**src/smeu_pkg.sv**
```systemverilog
`default_nettype none
package smeu_pkg;

  localparam int DATA_STACK_DEPTH   = 256;
  localparam int RETURN_STACK_DEPTH = 256;
  localparam int MEMORY_WORDS       = 2048;

  localparam int WORD_W  = 32;
  localparam int DEPTH_W = 9;

  localparam logic [31:0] IO_BASE     = 32'hFE000000;
  localparam logic [31:0] IO_TX       = IO_BASE + 32'h0;
  localparam logic [31:0] IO_RX       = IO_BASE + 32'h4;
  localparam logic [31:0] IO_STAT     = IO_BASE + 32'h8;
  localparam logic [31:0] IO_TCMP     = IO_BASE + 32'h1004;
  localparam logic [31:0] IO_TCTRL    = IO_BASE + 32'h1008;
  localparam logic [31:0] FRAME_ADDR  = 32'h10000;
  localparam logic [31:0] TRAP_OFFSET = 32'h10;
  localparam logic [31:0] ST_KM       = 32'h1;
  localparam logic [31:0] ST_UM       = 32'h2;

  localparam logic [1:0] RUN_GO   = 2'd0;
  localparam logic [1:0] RUN_HALT = 2'd1;
  localparam logic [1:0] RUN_END  = 2'd2;

  localparam logic [2:0] F_NONE    = 3'd0;
  localparam logic [2:0] F_DOVER   = 3'd1;
  localparam logic [2:0] F_DUNDER  = 3'd2;
  localparam logic [2:0] F_ROVER   = 3'd3;
  localparam logic [2:0] F_RUNDER  = 3'd4;
  localparam logic [2:0] F_ILLEGAL = 3'd5;
  localparam logic [2:0] F_IMM     = 3'd6;

  localparam logic [7:0] OP_PUSH     = 8'h01;
  localparam logic [7:0] OP_ADD      = 8'h02;
  localparam logic [7:0] OP_SUB      = 8'h03;
  localparam logic [7:0] OP_MUL      = 8'h04;
  localparam logic [7:0] OP_DROP     = 8'h05;
  localparam logic [7:0] OP_PRINT    = 8'h08;
  localparam logic [7:0] OP_EQ       = 8'h09;
  localparam logic [7:0] OP_LT       = 8'h0A;
  localparam logic [7:0] OP_GT       = 8'h0B;
  localparam logic [7:0] OP_LTU      = 8'h0C;
  localparam logic [7:0] OP_GTU      = 8'h0D;
  localparam logic [7:0] OP_JNZ      = 8'h0E;
  localparam logic [7:0] OP_JMP      = 8'h0F;
  localparam logic [7:0] OP_CALL     = 8'h10;
  localparam logic [7:0] OP_RET      = 8'h11;
  localparam logic [7:0] OP_DUP      = 8'h12;
  localparam logic [7:0] OP_SWAP     = 8'h13;
  localparam logic [7:0] OP_OVER     = 8'h14;
  localparam logic [7:0] OP_ROT      = 8'h15;
  localparam logic [7:0] OP_AND      = 8'h16;
  localparam logic [7:0] OP_OR       = 8'h17;
  localparam logic [7:0] OP_XOR      = 8'h18;
  localparam logic [7:0] OP_NOT      = 8'h19;
  localparam logic [7:0] OP_SHL      = 8'h1A;
  localparam logic [7:0] OP_SHR      = 8'h1B;
  localparam logic [7:0] OP_SAR      = 8'h1C;
  localparam logic [7:0] OP_LOAD     = 8'h1D;
  localparam logic [7:0] OP_STORE    = 8'h1E;
  localparam logic [7:0] OP_KEY      = 8'h1F;
  localparam logic [7:0] OP_TOR      = 8'h30;
  localparam logic [7:0] OP_FROMR    = 8'h31;
  localparam logic [7:0] OP_RFETCH   = 8'h32;
  localparam logic [7:0] OP_DEPTH    = 8'h33;
  localparam logic [7:0] OP_RDEPTH   = 8'h34;
  localparam logic [7:0] OP_EQZ      = 8'h35;
  localparam logic [7:0] OP_DIV      = 8'h36;
  localparam logic [7:0] OP_LOADB    = 8'h37;
  localparam logic [7:0] OP_STOREB   = 8'h38;
  localparam logic [7:0] OP_LDL      = 8'h39;
  localparam logic [7:0] OP_STL      = 8'h3A;
  localparam logic [7:0] OP_SYSENTER = 8'h3B;
  localparam logic [7:0] OP_ERET     = 8'h3C;
  localparam logic [7:0] OP_CSRR     = 8'h3D;
  localparam logic [7:0] OP_CSRW     = 8'h3E;
  localparam logic [7:0] OP_NOP      = 8'h3F;
  localparam logic [7:0] OP_GETFP    = 8'h40;
  localparam logic [7:0] OP_CALLI    = 8'h48;
  localparam logic [7:0] OP_SETFP    = 8'h49;
  localparam logic [7:0] OP_HALT     = 8'hFF;

  typedef enum logic [1:0] {IMM_NONE, IMM_32, IMM_8} imm_kind_t;

  typedef struct packed {
    logic      legal;
    imm_kind_t imm;
    logic [1:0] dp;
    logic [1:0] dq;
    logic      rp;
    logic      rq;
  } op_info_t;

  function automatic op_info_t op_decode(input logic [7:0] op);
    op_info_t i;
    i = '{legal: 1'b1, imm: IMM_NONE, dp: 2'd0, dq: 2'd0, rp: 1'b0, rq: 1'b0};
    case (op)
      OP_SYSENTER, OP_ERET, OP_NOP, OP_HALT: ;
      OP_PUSH:  begin i.imm = IMM_32; i.dq = 2'd1; end
      OP_JNZ:   begin i.imm = IMM_32; i.dp = 2'd1; end
      OP_JMP:   i.imm = IMM_32;
      OP_CALL:  begin i.imm = IMM_32; i.rq = 1'b1; end
      OP_CSRR:  begin i.imm = IMM_32; i.dq = 2'd1; end
      OP_CSRW:  begin i.imm = IMM_32; i.dp = 2'd1; end
      OP_ADD, OP_SUB, OP_MUL, OP_EQ, OP_LT, OP_GT, OP_LTU, OP_GTU, OP_AND, OP_OR,
      OP_XOR, OP_SHL, OP_SHR, OP_SAR, OP_DIV, OP_STORE, OP_STOREB: begin
        i.dp = 2'd2; i.dq = 2'd1;
      end
      OP_NOT, OP_EQZ, OP_LOAD, OP_LOADB: begin i.dp = 2'd1; i.dq = 2'd1; end
      OP_DROP, OP_PRINT, OP_SETFP: i.dp = 2'd1;
      OP_DUP:   begin i.dp = 2'd1; i.dq = 2'd2; end
      OP_OVER:  begin i.dp = 2'd2; i.dq = 2'd3; end
      OP_SWAP:  begin i.dp = 2'd2; i.dq = 2'd2; end
      OP_ROT:   begin i.dp = 2'd3; i.dq = 2'd3; end
      OP_KEY, OP_DEPTH, OP_RDEPTH, OP_GETFP: i.dq = 2'd1;
      OP_TOR, OP_CALLI: begin i.dp = 2'd1; i.rq = 1'b1; end
      OP_FROMR: begin i.rp = 1'b1; i.dq = 2'd1; end
      OP_RFETCH: begin i.rp = 1'b1; i.rq = 1'b1; i.dq = 2'd1; end
      OP_RET:   i.rp = 1'b1;
      OP_LDL:   begin i.imm = IMM_8; i.dq = 2'd1; end
      OP_STL:   begin i.imm = IMM_8; i.dp = 2'd1; end
      default:  i.legal = 1'b0;
    endcase
    return i;
  endfunction

endpackage
`default_nettype wire

```
**src/smeu_div.sv**
```systemverilog
`default_nettype none
module smeu_div (
  input  wire logic        clk,
  input  wire logic        rst,
  input  wire logic        start,
  input  wire logic [31:0] dividend,
  input  wire logic [31:0] divisor,
  output logic             done,
  output logic [31:0]      quotient
);
  import smeu_pkg::*;

  localparam int CW = $clog2(WORD_W + 1);

  logic          busy;
  logic [CW-1:0] cnt;
  logic [32:0]   rem;
  logic [31:0]   quot;
  logic [31:0]   dsr;
  logic          neg;
  logic          zero;
  logic [32:0]   shifted;
  logic [32:0]   trial;

  assign shifted = {rem[31:0], quot[31]};
  assign trial   = shifted - {1'b0, dsr};

  always_ff @(posedge clk) begin
    if (rst) begin
      busy <= 1'b0;
      done <= 1'b0;
      cnt  <= '0;
    end else begin
      done <= 1'b0;
      if (start) begin
        busy <= 1'b1;
        cnt  <= CW'(WORD_W);
        rem  <= '0;
        quot <= dividend[31] ? (32'd0 - dividend) : dividend;
        dsr  <= divisor[31] ? (32'd0 - divisor) : divisor;
        neg  <= dividend[31] ^ divisor[31];
        zero <= (divisor == 32'd0);
      end else if (busy) begin
        if (cnt == '0) begin
          busy     <= 1'b0;
          done     <= 1'b1;
          quotient <= zero ? 32'd0 : (neg ? (32'd0 - quot) : quot);
        end else begin
          cnt  <= cnt - CW'(1);
          rem  <= trial[32] ? shifted : trial;
          quot <= {quot[30:0], ~trial[32]};
        end
      end
    end
  end
endmodule
`default_nettype wire
```
**config.mk**
```make
export PLATFORM = sky130hd
export DESIGN_NAME = smeu_div
export DESIGN_NICKNAME = d
export VERILOG_FILES = /design/src/smeu_pkg.sv /design/src/smeu_div.sv
export SDC_FILE = /design/constraint.sdc
export NUM_CORES = 1
export LEC_CHECK = 0
export ABC_AREA = 1
export BUFFER_PORTS_ARGS = -buffer_cell sky130_fd_sc_hd__buf_2
export CAP_MARGIN = 20
export CORE_ASPECT_RATIO = 1.2
export CORE_MARGIN = 2
export CORE_UTILIZATION = 55
export CTS_CLUSTER_DIAMETER = 30
export DETAILED_ROUTE_END_ITERATION = 8
export GPL_TIMING_DRIVEN = 0
export PLACE_DENSITY = 0.87
export SYNTH_ARGS = -nofsm -noshare
export SYNTH_HDL_FRONTEND = slang
export SYNTH_SLANG_ARGS = --single-unit
```
**constraint.sdc**
```tcl
create_clock -name clk -period 5.9 [get_ports clk]
set_clock_uncertainty 0.05 [all_clocks]
set_input_delay 1.18 -clock clk [delete_from_list [all_inputs] [get_ports clk]]
set_output_delay 1.18 -clock clk [all_outputs]
set_load 0.01 [all_outputs]
```
==> impl_metrics.tcl, run 1 <==
set metrics [dict create \
    start_util_pct 56.1 \
    drt_iter0_drc 812 \
    ys_ff_latch 138 \
    rows 55 \
    fin_crit_sh_pct 56.3 \
    drc 0 \
    final_nets 1764 \
    portBuffers 98 \
    cts.path.max_buffers 2 \
    required_ps 5980 \
    crit_arrival_ps 3400 \
    crit_path_end_kind "register" \
    slew_viol_final 0 \
    r2r_cells 18 \
    vias 10200 \
    tritoncts_num_sinks 138 \
    hp-class "register to register" \
    cp-endpoint "quot[0]" \
    power.density_nw_per_um2 258 \
    htreeDepth 4 \
    syn_avg_cell_area_um2 6.89 \
    cts_tree "built" \
    antenna_found_initial 4 \
    ant_nets 0 \
    cts_resized 0 \
    dieArea_um2 20400 \
    path_max_fanout 31 \
    clock.fmax_mhz 301 \
    synth.distinct_cells 39 \
    grt_usage_pct 30.2 \
    dr.pass1.iters 7 \
    fp.dieW_um 131 \
    fin_area_um2 12100 \
    power.leakage_uw 0.00598 \
    r2r_slack_ps 2930 \
    synth_most_common_cell "nand2_1" \
    clkLatencyLatePin_ps 440 \
    grt_max_degree 35 \
    wl_mm 29.9 \
    dp_hpwl_mm 23.5 \
    die_h_um 156 \
    finalSetupViolations 0 \
    rsz0062_at_grt "no" \
    crit_top_cell "clkbuf_1" \
    syn_area_um2 10600 \
    status "completed" \
    cp_cell_sequence "clkbuf_1, inv_1, clkbuf_1, clkbuf_1, a21oi_4, buf_12" \
    reg2reg_from "quot[31]" \
    cts.clk_slew.worst_paths_ps 60 \
    cp-start-kind "input port" \
    slowest_stage "a21oi_4" \
    post-route-min-period_ps 3320 \
    synth_edf_count 130 \
    ctsHoldBuffers 0 \
    gp_congestion 0.949 \
    fin_setup_tns_ps 0 \
    slowest_delay_ps 690 \
    cp-startpoint "start" \
    cap_violations 0 \
    grt_pass1_vias 9744 \
    synth_warnings 0 \
    finalHoldViolations 0 \
    cts_root_buf "clkbuf_16" \
    synthTopCellsByCount "nand2_1 (459), inv_1 (271), nor2_1 (197)" \
    cts_made_buffers 17 \
    dpl-instance-area_um2 11500 \
    synth_flop_cell "edfxtp_1" \
    syn-num-nets 1645 \
    ir_worst_vdd_mv 0.226 \
    worst_pin_slew_ps 967 \
    worstReg2RegEnd "rem[16]" \
    grt-ovfl-total 0 \
    synthArstFlopShare_pct 0 \
    worstSetupPathType "input port to register" \
    whs_ps 422 \
    cts_setup_buffers 0 \
    seq_area_frac_synth_pct 38.3 \
    syn_to_final_growth_pct 13.9 \
    synth_area_leaders "edfxtp_1 (37%), nand2_1 (16%), inv_1 (9.6%)" \
    synthCells 1541 \
    yosys.area.top_type "edfxtp_1" \
    relSlewSlack_pct 35.4 \
    core_region_area_um2 18900 \
    grt_pass1_wl_mm 47.1 \
    wl_per_cell_um 15.5 \
    vias_per_cell 5.30 \
    drive_above_1_share_pct 9.74 \
    synth_top_area_share_pct 36.8 \
    io-pin-count 100 \
]
==> per-stage QoR <==
stage                     total power [µW]  cells  setup WS (ps)  util (%)
after detailed placement              2040   1897           2150      60.8
after CTS                             3110   1929           2580      63.8
after global placement                2020   1895          -1790      60.4
after floorplan                       1810   1541            271         -
after global routing                  3270   1931           2390      63.8
final                                 3120   1933           2580      63.9
==> worst max-delay path: cells and delay by family <==
family,cells,cell delay (ps)
buffers and inverters,5,1500
AOI/OAI and AO/OA,1,690
==> cells in the final DEF (no fill, tap or decap), types with 3 or more instances in the layout <==
master / synthesis / routed
a21oi_1: 65 / 64
buf_1: 5 / 5
buf_2: 0 / 98
buf_6: 6 / 6
clkbuf_1: 19 / 19
clkbuf_16: 0 / 17
dfxtp_1: 8 / 8
diode_2: 0 / 4
edfxtp_1: 130 / 130
ha_1: 36 / 36
inv_1: 271 / 271
inv_6: 0 / 7
inv_8: 0 / 3
nand2_1: 459 / 459
nand2_2: 11 / 11
nand3_1: 91 / 91
nand3b_1: 11 / 11
nand4_1: 32 / 32
nor2_1: 197 / 195
nor2_4: 2 / 4
nor3_1: 23 / 23
nor4_1: 4 / 4
o21a_1: 5 / 5
o21ai_0: 78 / 78
o21bai_1: 3 / 3
xnor2_1: 9 / 9
xor2_1: 50 / 50
==> sequential cells by signal (all words and copies together) (netlist names) <==
register and count:
quot 32, zero 1, neg 1, rem 32, cnt 6, done 1, busy 1, dsr 32
quotient 32
==> power breakdown <==
| group | total (µW) | switching [µW] | internal [µW] | leakage (µW) |
|---|---|---|---|---|
| clock | 1070 | 476 | 597 | 0.000282 |
| combinational | 848 | 563 | 284 | 0.00439 |
| sequential | 1200 | 37.0 | 1160 | 0.00130 |
==> per-layer routing <==
metal  routed length [µm]  GRT usage [%]  up-vias
met5                    0              0        -
met3                 1750           5.11      103
met4                 1530           17.0        0
li1                     -              -     5164
met2                15300           54.3      403
met1                11300           33.2     4569
==> logic make-up after synthesis <==
logic type / share of synthesized area (%)
DFF: 38.3
and+or+nand+nor: 33.1
adders and majority gates: 4.43
AOI/OAI and AO/OA: 8.17
buffers and inverters: 11.1
xor gates and xnor gates: 4.87
==> how the worst min path moves through the flow <==
| stage | startpoint | endpoint | slack [ps] | depth (start not counted) |
|---|---|---|---|---|
| after floorplan | cnt[0] | cnt[0] | 390 | 2 |
| after global placement | cnt[0] | cnt[0] | 410 | 2 |
| after detailed placement | cnt[0] | cnt[0] | 420 | 2 |
| after CTS | cnt[0] | cnt[0] | 420 | 2 |
| after global routing | cnt[0] | cnt[0] | 450 | 2 |
| final | cnt[0] | cnt[0] | 420 | 2 |
==> cell type report <==
cell class / count / area (µm²)
Inverter: 272 / 1020
Antenna cell: 4 / 10.0
Sequential cell: 138 / 4060
Clock inverter: 15 / 154
Clock buffer: 17 / 425
Tap cell: 256 / 320
Buffer: 30 / 158
Multi-Input combinational cell: 1101 / 5400
Timing Repair Buffer: 100 / 538
Fill cell: 1675 / 6840
Power figures use the tool's default switching activity.
==> run 2, diff against run 1 <==
CORE_UTILIZATION = 61   (was 55)
PLACE_DENSITY = 0.91   (was 0.87)
clock period = 3.09 ns   (was 5.9 ns; I/O delays follow)
==> run 2 against run 1 <==
- final cell count fell by 2.2%
- non-clock buffer count did not move
- global-route usage rose by 2.5 points
- utilization rose by 6.9 points
- design area fell by 0.53%
- die area fell by 9.6%
- clock power rose by 89%
- critical path type unchanged
- largest cell class unchanged
- largest power group unchanged
==> impl_metrics.tcl, run 2 (synthesis results as in run 1) <==
set metrics [dict create \
    status "completed" \
    cts_root_buf "clkbuf_16" \
    cts.path.max_buffers 2 \
    cts_tree "built" \
    fp.dieW_um 124 \
    r2r_slack_ps 330 \
    ir_worst_vdd_mv 0.325 \
    highest_layer "met4" \
    met1_length_mm 11.0 \
    r2r_cells 18 \
    htreeDepth 4 \
    post-route-min-period_ps 2810 \
    reg2reg_from "quot[31]" \
    wl_met3_mm 1.79 \
    min_from "divisor[0]" \
    gp_congestion 0.937 \
    final_common_cell "nand2_1" \
    multiInputGateArea_um2 5400 \
    hp-class "input port to register" \
    final_nets 1764 \
    dpl-instance-area_um2 11400 \
    worstReg2RegEnd "rem[29]" \
    wl_per_cell_um 16.0 \
    vias_per_cell 5.57 \
    wl_mm 30.2 \
    cts_made_buffers 17 \
    cts_resized 0 \
    whs_ps 383 \
    dr.pass1.iters 6 \
    dp_hpwl_mm 23.4 \
    cp-start-kind "input port" \
    grt_usage_pct 32.6 \
    fin_area_um2 12000 \
    grt-ovfl-total 0 \
    clkLatencyLatePin_ps 440 \
    worstSetupPathType "input port to register" \
    finalSetupViolations 0 \
    ff_latch_area_um2 4060 \
    vias 10500 \
    grt_max_degree 35 \
    slew_viol_final 0 \
    worst_pin_slew_ps 960 \
    ant_nets 0 \
    min_to "dsr[0]" \
    io-pin-count 100 \
    crit_arrival_ps 2810 \
    tritoncts_num_sinks 138 \
    path_max_fanout 34 \
    cts_setup_buffers 0 \
    syn_to_final_growth_pct 13.3 \
    mostFrequentLayoutCells "nand2_1 (459), inv_1 (271), nor2_1 (195), edfxtp_1 (130), buf_2 (98)" \
    cts.clk_slew.worst_paths_ps 60 \
    clock.fmax_mhz 356 \
    power.density_nw_per_um2 494 \
    drc 0 \
    grt_pass1_wl_mm 47.4 \
    num-fill-cells 1405 \
    finalHoldViolations 0 \
    antenna_found_initial 1 \
    core_region_area_um2 17000 \
    start_util_pct 62.5 \
    power.leakage_uw 0.00596 \
    drt_iter0_drc 854 \
    holdPathStages 1 \
    ctsHoldBuffers 0 \
    rows 52 \
    post-place-ws_ps -113 \
    grt_pass1_vias 10200 \
    fin_crit_sh_pct 90.9 \
    worst_slack_ps 282 \
    die_h_um 148 \
    dieArea_um2 18500 \
    rsz0062_at_grt "no" \
    portBuffers 98 \
    required_ps 3090 \
    route.met2.wl_mm 15.7 \
    relSlewSlack_pct 35.8 \
    crit_path_end_kind "register" \
    cap_violations 0 \
    drive_above_1_share_pct 9.56 \
]
[run 2: metal layers]
layer	up-vias	global-route usage, %
li1	5152	-
met1	4760	34.5
met2	486	61.2
met3	129	4.32
met4	0	20.4
met5	-	0
[run 2: area by class of cell]
| cell class | count | share of cell area, % |
|---|---|---|
| plain buffers | 30 | 1.31 |
| flip-flops and latches | 138 | 33.8 |
| multi-input cells | 1101 | 44.9 |
| diodes | 2 | 0.0416 |
| clock buffers | 18 | 3.57 |
| well taps | 216 | 2.25 |
| inverters | 272 | 8.49 |
| clock inverters | 14 | 1.24 |
| repair buffers | 100 | 4.41 |
[run 2: worst max-delay path by stage]
| stage | start | endpoint | slack (ps) | depth (start not counted) |
|---|---|---|---|---|
| CTS | start | dsr[22] | 330 | 5 |
| global placement | start | rem[21] | -940 | 5 |
| detailed placement | start | dsr[27] | -110 | 5 |
| floorplan | start | quot[0] | 110 | 5 |
| finish | start | dsr[22] | 280 | 5 |
| global route | quot[31] | rem[2] | 160 | 18 |
[run 2: critical path, stage by stage]
cell	delay, ps
clkbuf_1	390
inv_1	130
clkbuf_1	360
clkbuf_1	440
nor2_4	850
[run 2: power breakdown]
group          internal, µW  switching (µW)
sequential             2220            69.8
combinational           542            1090
clock                  1190             834
[run 2: metrics by stage]
stage          power [µW]  TNS, ps  utilization, %  std cells
6_report             5940        0            70.8       1891
5_1_grt              6210        0            70.8       1889
4_1_cts              5910        0            70.8       1889
3_5_place_dp         3910    -3880            67.4       1857
3_3_place_gp         3850   -97700            67.1       1855
2_1_floorplan        3460        0               -       1541
==> run 3, diff against run 2 <==
CTS_BUF_LIST = sky130_fd_sc_hd__clkbuf_16   (was default)
==> run 3 against run 2 <==
- wire length hardly changed
- sequential power hardly changed
- design area stayed put
- non-clock buffer count stayed put
- utilization stayed put
- combinational power hardly changed
- clock power hardly changed
- worst setup slack better by 12 ps
- critical path depth stayed put
- count of clock-buffer cells in the layout is 1 lower
- largest power group unchanged
==> impl_metrics.tcl, run 3 (synthesis results as in run 1) <==
set metrics [dict create \
    drt_iter0_drc 855 \
    dp.cells 1857 \
    worstSetupPathDepth 5 \
    worstSetupPathType "input port to register" \
    cts_made_buffers 17 \
    final_nets 1764 \
    vias_per_cell 5.56 \
    holdPathStages 1 \
    cp_top_family "buffers and inverters" \
    finalHoldViolations 0 \
    antenna_found_initial 1 \
    fp.dieW_um 124 \
    fin_crit_sh_pct 90.5 \
    required_ps 3090 \
    cts.clk_slew.worst_paths_ps 60 \
    post-route-min-period_ps 2800 \
    slew_viol_final 0 \
    rsz0062_at_grt "no" \
    dr.pass1.iters 7 \
    worst_pin_slew_ps 960 \
    finalSetupViolations 0 \
    crit_top_cell "clkbuf_1" \
    whs_ps 382 \
    grt_usage_pct 32.6 \
    io-pin-count 100 \
    path_max_fanout 34 \
    post-place-ws_ps -113 \
    cp_cell_sequence "clkbuf_1, inv_1, clkbuf_1, clkbuf_1, nor2_4" \
    grt_pass1_wl_mm 47.4 \
    worst_slack_ps 294 \
    r2r_cells 18 \
    relSlewSlack_pct 35.8 \
    wl_per_cell_um 16.0 \
    syn_to_final_growth_pct 13.3 \
    switchingPower_uw 2000 \
    crit_path_end_kind "register" \
    intPower_uw 3950 \
    multiInputGateArea_um2 5400 \
    fin_area_um2 12000 \
    dp_hpwl_mm 23.4 \
    dieArea_um2 18500 \
    power.leakage_uw 0.00597 \
    clkLatencyLatePin_ps 440 \
    vias 10500 \
    ant_nets 0 \
    status "completed" \
    cts_root_buf "clkbuf_16" \
    critPathBufInv 4 \
    slowest_delay_ps 840 \
    wl_mm 30.2 \
    cap_violations 0 \
    drc 0 \
    gp_congestion 0.937 \
    ctsHoldBuffers 0 \
    pwr-share-clk_pct 34.0 \
    seq_power_share_pct 38.5 \
    final_common_cell "nand2_1" \
    clock.fmax_mhz 358 \
    finalNonFillerCells 1891 \
    cts.path.max_buffers 2 \
    grt_pass1_vias 10200 \
    power.density_nw_per_um2 494 \
    cts_setup_buffers 0 \
    grt-ovfl-total 0 \
    p_sw_share_pct 33.6 \
    drive_above_1_share_pct 9.56 \
    cts_resized 0 \
    cts_tree "built" \
    tritoncts_num_sinks 138 \
    grt_max_degree 35 \
    rows 52 \
    comb_power_share_pct 27.5 \
    fin_setup_tns_ps 0 \
    ir_worst_vdd_mv 0.325 \
    htreeDepth 4 \
    num-fill-cells 1405 \
    cp-start-kind "input port" \
    crit_arrival_ps 2800 \
    core_region_area_um2 17000 \
    die_h_um 148 \
    dpl-instance-area_um2 11400 \
    ff_latch_area_um2 4060 \
    hp-class "input port to register" \
    start_util_pct 62.5 \
    slowest_stage "nor2_4" \
    mostFrequentLayoutCells "nand2_1 (459), inv_1 (272), nor2_1 (195), edfxtp_1 (130), buf_2 (98)" \
    portBuffers 98 \
]
## run 3: cell types whose count changed in the layout (fill, tap and decap cells not counted)
cell      delta
clkbuf_1     -1
inv_1        +1
## run 3: power by group through the flow
stage,clock [µW],combinational [µW],sequential [µW]
floorplan,0,1150,2310
global placement,0,1530,2320
detailed placement,0,1580,2320
CTS,2020,1610,2290
global route,2090,1820,2300
finish,2020,1630,2290
## run 3: final timing paths
| check | start | to | slack (ps) |
|---|---|---|---|
| max reg2reg | quot[31] | rem[29] | 320 |
| max | start | dsr[22] | 290 |
| min | divisor[0] | dsr[0] | 380 |
| min reg2reg | cnt[0] | cnt[0] | 420 |
## run 3: cell type report
class / count / share of cell area [%]
buffer: 30 / 1.31
multi-input combinational: 1101 / 44.9
sequential: 138 / 33.8
clock inverter: 15 / 1.27
timing repair buffer: 100 / 4.41
clock buffer: 17 / 3.54
antenna: 2 / 0.0416
tap: 216 / 2.25
inverter: 272 / 8.49
## run 3: metal layers
layer / track usage [%] / share of wire (%) / vias up
li1: - / - / 5157
met1: 34.5 / 36 / 4763
met5: 0 / 0 / -
met3: 4.32 / 5.8 / 130
met4: 20.4 / 5.7 / 0
met2: 61.2 / 52 / 473
## run 3: through the flow
stage | total power, µW | utilization, %
after detailed placement | 3910 | 67.4
after floorplan | 3460 | -
after global routing | 6210 | 70.8
after CTS | 5910 | 70.8
after global placement | 3850 | 67.1
final | 5940 | 70.8
